`src/rtl/cstc_pkg.sv`:
```
package cstc_pkg;

    localparam int MaxNodes = 1024;
    localparam int MaxEdges = 4096;
    localparam int NodeW = 10;
    localparam int NodeCntW = 11;
    localparam int EdgeIdxW = 12;
    localparam int EdgeCntW = 13;
    localparam int CostW = 7;
    localparam int EdgeW = 28;
    localparam int TotalW = 17;
    localparam int PenW = 8;
    localparam int SumW = 20;
    localparam logic signed [PenW-1:0] PenLow = -8'sd100;
    localparam logic signed [PenW-1:0] PenHigh = 8'sd100;
    localparam logic [TotalW-1:0] TotalMax = 17'h1FFFF;

    localparam logic [1:0] AddrNodeCount = 2'd0;
    localparam logic [1:0] AddrWhiteNeeded = 2'd1;

    typedef enum logic [3:0] {
        CMD_NONE,
        CMD_SORT_INIT,
        CMD_SORT_STEP,
        CMD_PASS_INIT,
        CMD_PAR_INIT,
        CMD_PICK_READ,
        CMD_PICK,
        CMD_FIND,
        CMD_UNITE,
        CMD_PASS_END,
        CMD_DONE
    } cmd_t;

    typedef struct packed {
        logic sort_done;
        logic par_done;
        logic picks_done;
        logic edge_ok;
        logic find_done;
        logic search_done;
    } status_t;

endpackage

```
`src/rtl/cstc_ctrl.sv`:
```
module cstc_ctrl
(
    input  logic              clk,
    input  logic              rst_n,
    input  logic              start,
    input  logic              out_taken,
    input  cstc_pkg::status_t status,
    output cstc_pkg::cmd_t    cmd,
    output logic              busy,
    output logic              out_valid
);
    import cstc_pkg::*;

    typedef enum logic [3:0] {
        S_IDLE, S_SINIT, S_SORT, S_PINIT, S_PAR, S_RD, S_RD2, S_PICK,
        S_CHK, S_FIND, S_UNITE, S_PEND, S_CHECK, S_DONE, S_OUT
    } state_t;

    state_t state_reg;

    always_comb
    begin
        case (state_reg)
            S_SINIT: cmd = CMD_SORT_INIT;
            S_SORT:  cmd = CMD_SORT_STEP;
            S_PINIT: cmd = CMD_PASS_INIT;
            S_PAR:   cmd = status.par_done ? CMD_NONE : CMD_PAR_INIT;
            S_RD:    cmd = CMD_PICK_READ;
            S_PICK:  cmd = CMD_PICK;
            S_FIND:  cmd = CMD_FIND;
            S_UNITE: cmd = CMD_UNITE;
            S_PEND:  cmd = CMD_PASS_END;
            S_DONE:  cmd = CMD_DONE;
            default: cmd = CMD_NONE;
        endcase
    end

    assign busy = state_reg != S_IDLE;
    assign out_valid = state_reg == S_OUT;

    always_ff @(posedge clk or negedge rst_n)
    begin
        if (!rst_n)
        begin
            state_reg <= S_IDLE;
        end
        else
        begin
            case (state_reg)
                S_IDLE:  if (start) state_reg <= S_SINIT;
                S_SINIT: state_reg <= S_SORT;
                S_SORT:  if (status.sort_done) state_reg <= S_CHECK;
                S_CHECK: state_reg <= status.search_done ? S_DONE : S_PINIT;
                S_PINIT: state_reg <= S_PAR;
                S_PAR:   if (status.par_done) state_reg <= S_RD;
                S_RD:    state_reg <= status.picks_done ? S_PEND : S_RD2;
                S_RD2:   state_reg <= S_PICK;
                S_PICK:  state_reg <= S_CHK;
                S_CHK:   state_reg <= status.edge_ok ? S_FIND : S_RD;
                S_FIND:
                begin
                    if (status.find_done) state_reg <= S_UNITE;
                end
                S_UNITE: state_reg <= S_RD;
                S_PEND:  state_reg <= S_CHECK;
                S_DONE:  state_reg <= S_OUT;
                S_OUT:   if (out_taken) state_reg <= S_IDLE;
                default: state_reg <= S_IDLE;
            endcase
        end
    end

endmodule

```
`config.mk`:
```
export PLATFORM = sky130hd
export DESIGN_NAME = cstc_ctrl
export DESIGN_NICKNAME = d
export VERILOG_FILES = /design/src/rtl/cstc_pkg.sv /design/src/rtl/cstc_ctrl.sv
export SDC_FILE = /design/constraint.sdc
export NUM_CORES = 1
export LEC_CHECK = 0
export BUFFER_PORTS_ARGS = -buffer_cell sky130_fd_sc_hd__clkbuf_2
export CAP_MARGIN = 20
export CORE_AREA = 2 2 39 41
export DETAILED_ROUTE_END_ITERATION = 10
export DIE_AREA = 0 0 41 43
export PLACE_DENSITY = 0.7
export SLEW_MARGIN = 25
export SYNTH_ARGS = -nofsm -noshare
export SYNTH_HDL_FRONTEND = slang
export SYNTH_SLANG_ARGS = --single-unit
export TNS_END_PERCENT = 30
```
`constraint.sdc`:
```
create_clock -name clk -period 3.6 [get_ports clk]
set_input_delay 0.18 -clock clk [delete_from_list [all_inputs] [get_ports clk]]
set_output_delay 0.18 -clock clk [all_outputs]
set_load 0.02 [all_outputs]
```
==> impl_metrics.csv <==
group,metric,value,unit
clocking,post_cts_buffers,0,
sta,skew,0.00656,ns
synthesis,synth_cell_types,32,
power,pwr-share-comb,62.9,%
global_route,grt_usage,14.6,%
synthesis,postSynthAreaPerCell,7.77,um2
sta,post-route-period-util,50.4,%
clocking,cts_max_level,1,
floorplan,start_util,37.6,%
finish,fin_nets,91,
clocking,cts.repair.resized,0,
power,vdd_drop_max,0.551,mV
power,power.density,993,mW/mm2
finish,syn_to_final_growth,16.8,%
detailed_routing,drt-total-wl,1200,um
global_route,grt_first_pass_wirelength,1770,um
detailed_routing,drtIter0Drc,5,
clocking,insertion_delay,0.24,ns
placed_design,gp_congestion,0.776,
floorplan,die_y,43,um
outcome,outcome,"finished clean",
sta,worst_pin_slew,0.578,ns
synthesis,ys_warn_count,0,
sta,rsz0062_at_grt,"no",
power,p_seq_share,27.9,%
floorplan,die_width,41,um
clocking,cts-buffers-inserted,3,
clocking,clockBufferDepth,2,
sta,max_freq,0.551,GHz
synthesis,synth.ff_latch_count,4,
finish,post-route-util,43.9,%
floorplan,core,0.00138,mm2
setup_path,cp.arrival,1.64,ns
sta,max-slew-margin-rel,61.5,%
synthesis,synth_area_leaders,"dfrtp_1 (19%), nor2_1 (6.5%), o21a_1 (5.8%)",
flow_run,cap_violations,0,
sta,drv_slew,0,
detailed_routing,ant_nets,0,
synthesis,synth_area_leader_cell,"dfrtp_1",
power,p_leak,0.253,nW
sta,finalCriticalPeriod,1.82,ns
floorplan,num_io_pins,16,
sta,tns,0,ns
synthesis,syn-cell-area,520,um2
placed_design,io_buffers,15,
power,cell_internal_pwr,0.000290,W
finish,drive_gt1_share,29.1,%
setup_path,crit_path_start_kind,"flip-flop",
setup_path,crit_fanout,19,
power,power.switching,0.000314,W
clocking,cts_root_buf,"clkbuf_4",
hold_path,worst_hold_path_type,"in -> reg",
setup_path,cp-end-kind,"output pin",
finish,diodes,0,
sta,setup_viol,0,
detailed_routing,drc,0,
synthesis,synth_nets,77,
setup_path,slowest_delay,0.55,ns
global_route,antenna_found_initial,0,
detailed_routing,vias,521,
setup_path,required,3.42,ns
global_route,grt_pass1_vias,427,
sta,hold_viol_final,0,
detailed_routing,firstDrtPassIters,4,
detailed_routing,wl_per_cell,12.6,um
setup_path,worst_path_max_delay_cell,"dfrtp_1",
global_route,grt_max_degree,20,
placed_design,dp_hpwl,874,um
setup_path,worstSetupPathType,"reg -> out",
floorplan,std_cell_rows,14,
detailed_routing,drt-vias-per-instance,5.48,
clocking,cts_tree,"built",
clocking,clkTransAtPathRegs,0.04,ns
power,swShare,52.0,%
global_route,grt-ovfl-total,0,
clocking,cts.sinks,4,
setup_path,crit_chain,"or2_2 > or3_1 > clkbuf_2",
synthesis,syn_inst,67,
power,power_frac_clock,9.2,%
finish,largest_register_ffs,4,
synthesis,ys_seq_area_share,19.2,%
synthesis,synth_top_area_share,19.2,%
floorplan,die_area,0.00176,mm2
cell usage after synthesis:
cell,instances
a21oi_1,2
a22oi_1,1
a311oi_1,1
buf_2,5
buf_6,1
clkbuf_1,1
dfrtp_1,4
inv_1,1
mux2i_1,1
nand2_1,5
nand2b_1,4
nand3b_1,1
nand4b_1,1
nor2_1,9
nor2b_1,1
nor3_1,1
nor3b_1,1
nor4b_1,1
nor4bb_1,1
o21a_1,4
o21ai_0,3
o21ai_1,2
o21ai_2,1
o221ai_1,2
o2bb2ai_4,1
o31ai_1,4
o32ai_1,1
or2_2,1
or2b_4,1
or3_1,2
or4b_4,1
xnor2_1,2
cell type report:
class	count	area, um2
Clock buffer	3	22.5
Timing Repair Buffer	16	85.1
Multi-Input combinational cell	55	377
Inverter	1	3.75
Fill cell	137	776
Tap cell	16	20.0
Sequential cell	4	100
through the flow:
stage	cells	power (W)	setup slack (ns)	cell area, um2	hold WS (ns)
after global placement	91	0.000543	1.83	576	-0.00949
final	95	0.000604	1.78	608	0.251
after floorplan	67	0.000482	2.08	520	-0.116
after detailed placement	91	0.000547	1.81	576	-0.0103
after global routing	95	0.000655	1.62	608	0.250
after CTS	95	0.000606	1.77	608	0.244
routing by layer:
| metal | GRT usage, % | routed length, um | part of all wire [%] | vias to the layer above |
|---|---|---|---|---|
| met2 | 20.6 | 586 | 49 | 20 |
| li1 | - | - | - | 269 |
| met3 | 6.28 | 79 | 6.6 | 2 |
| met1 | 19.8 | 517 | 43 | 230 |
| met5 | 0 | 0 | 0 | - |
| met4 | 4.00 | 15 | 1.3 | 0 |
path summary, 6_finish.rpt:
check,startpoint,slack (ns),cells past startpoint,endpoint
worst max-delay path,state_reg[1]$_DFFE_PN0P_,1.78,3,busy
worst min-delay path,status[1],0.25,3,state_reg[0]$_DFFE_PN0P_
worst max register to register,state_reg[1]$_DFFE_PN0P_,1.81,4,state_reg[0]$_DFFE_PN0P_
worst min register to register,state_reg[0]$_DFFE_PN0P_,0.82,2,state_reg[1]$_DFFE_PN0P_
max in group asynchronous,rst_n,3.20,2,state_reg[2]$_DFFE_PN0P_
min in group asynchronous,rst_n,0.28,2,state_reg[0]$_DFFE_PN0P_
layout by cell type, fill, tap and decap left out, types with 2 or more instances in the layout:
master / instances
a21oi_1: 2
clkbuf_2: 15
clkbuf_4: 3
dfrtp_1: 4
nand2_1: 5
nand2b_1: 4
nor2_1: 9
o21a_1: 4
o21ai_0: 3
o21ai_1: 2
o221ai_1: 2
o31ai_1: 4
or3_1: 2
xnor2_1: 2
worst max-delay path, delay by kind of cell, from the launching register on:
kind	cells	cell delay, ns
simple gates	2	0.68
flops	1	0.55
buf+inv	1	0.16
timing repair:
action	CTS	global route
endpoints found under the setup margin	0	0
hold buffers	1	0
hold endpoints to repair	4	0
power by group through the flow:
stage	registers, W	clock network (W)	logic, W
floorplan	0.0000801	0	0.000402
global placement	0.000168	0	0.000375
detailed placement	0.000169	0	0.000378
CTS	0.000168	0.0000572	0.000381
global route	0.000181	0.0000604	0.000414
finish	0.000169	0.0000554	0.000380
cells by family after synthesis:
family                    Yosys count  synth area share [%]
buffers and inverters               8                  8.41
muxes                               1                  1.92
xor gates and xnor gates            2                  3.37
AOI/OAI and AO/OA                  22                  33.4
and+or+nand+nor                    30                  33.7
DFF                                 4                  19.2
Note: power is estimated with default switching activity, not from simulation.
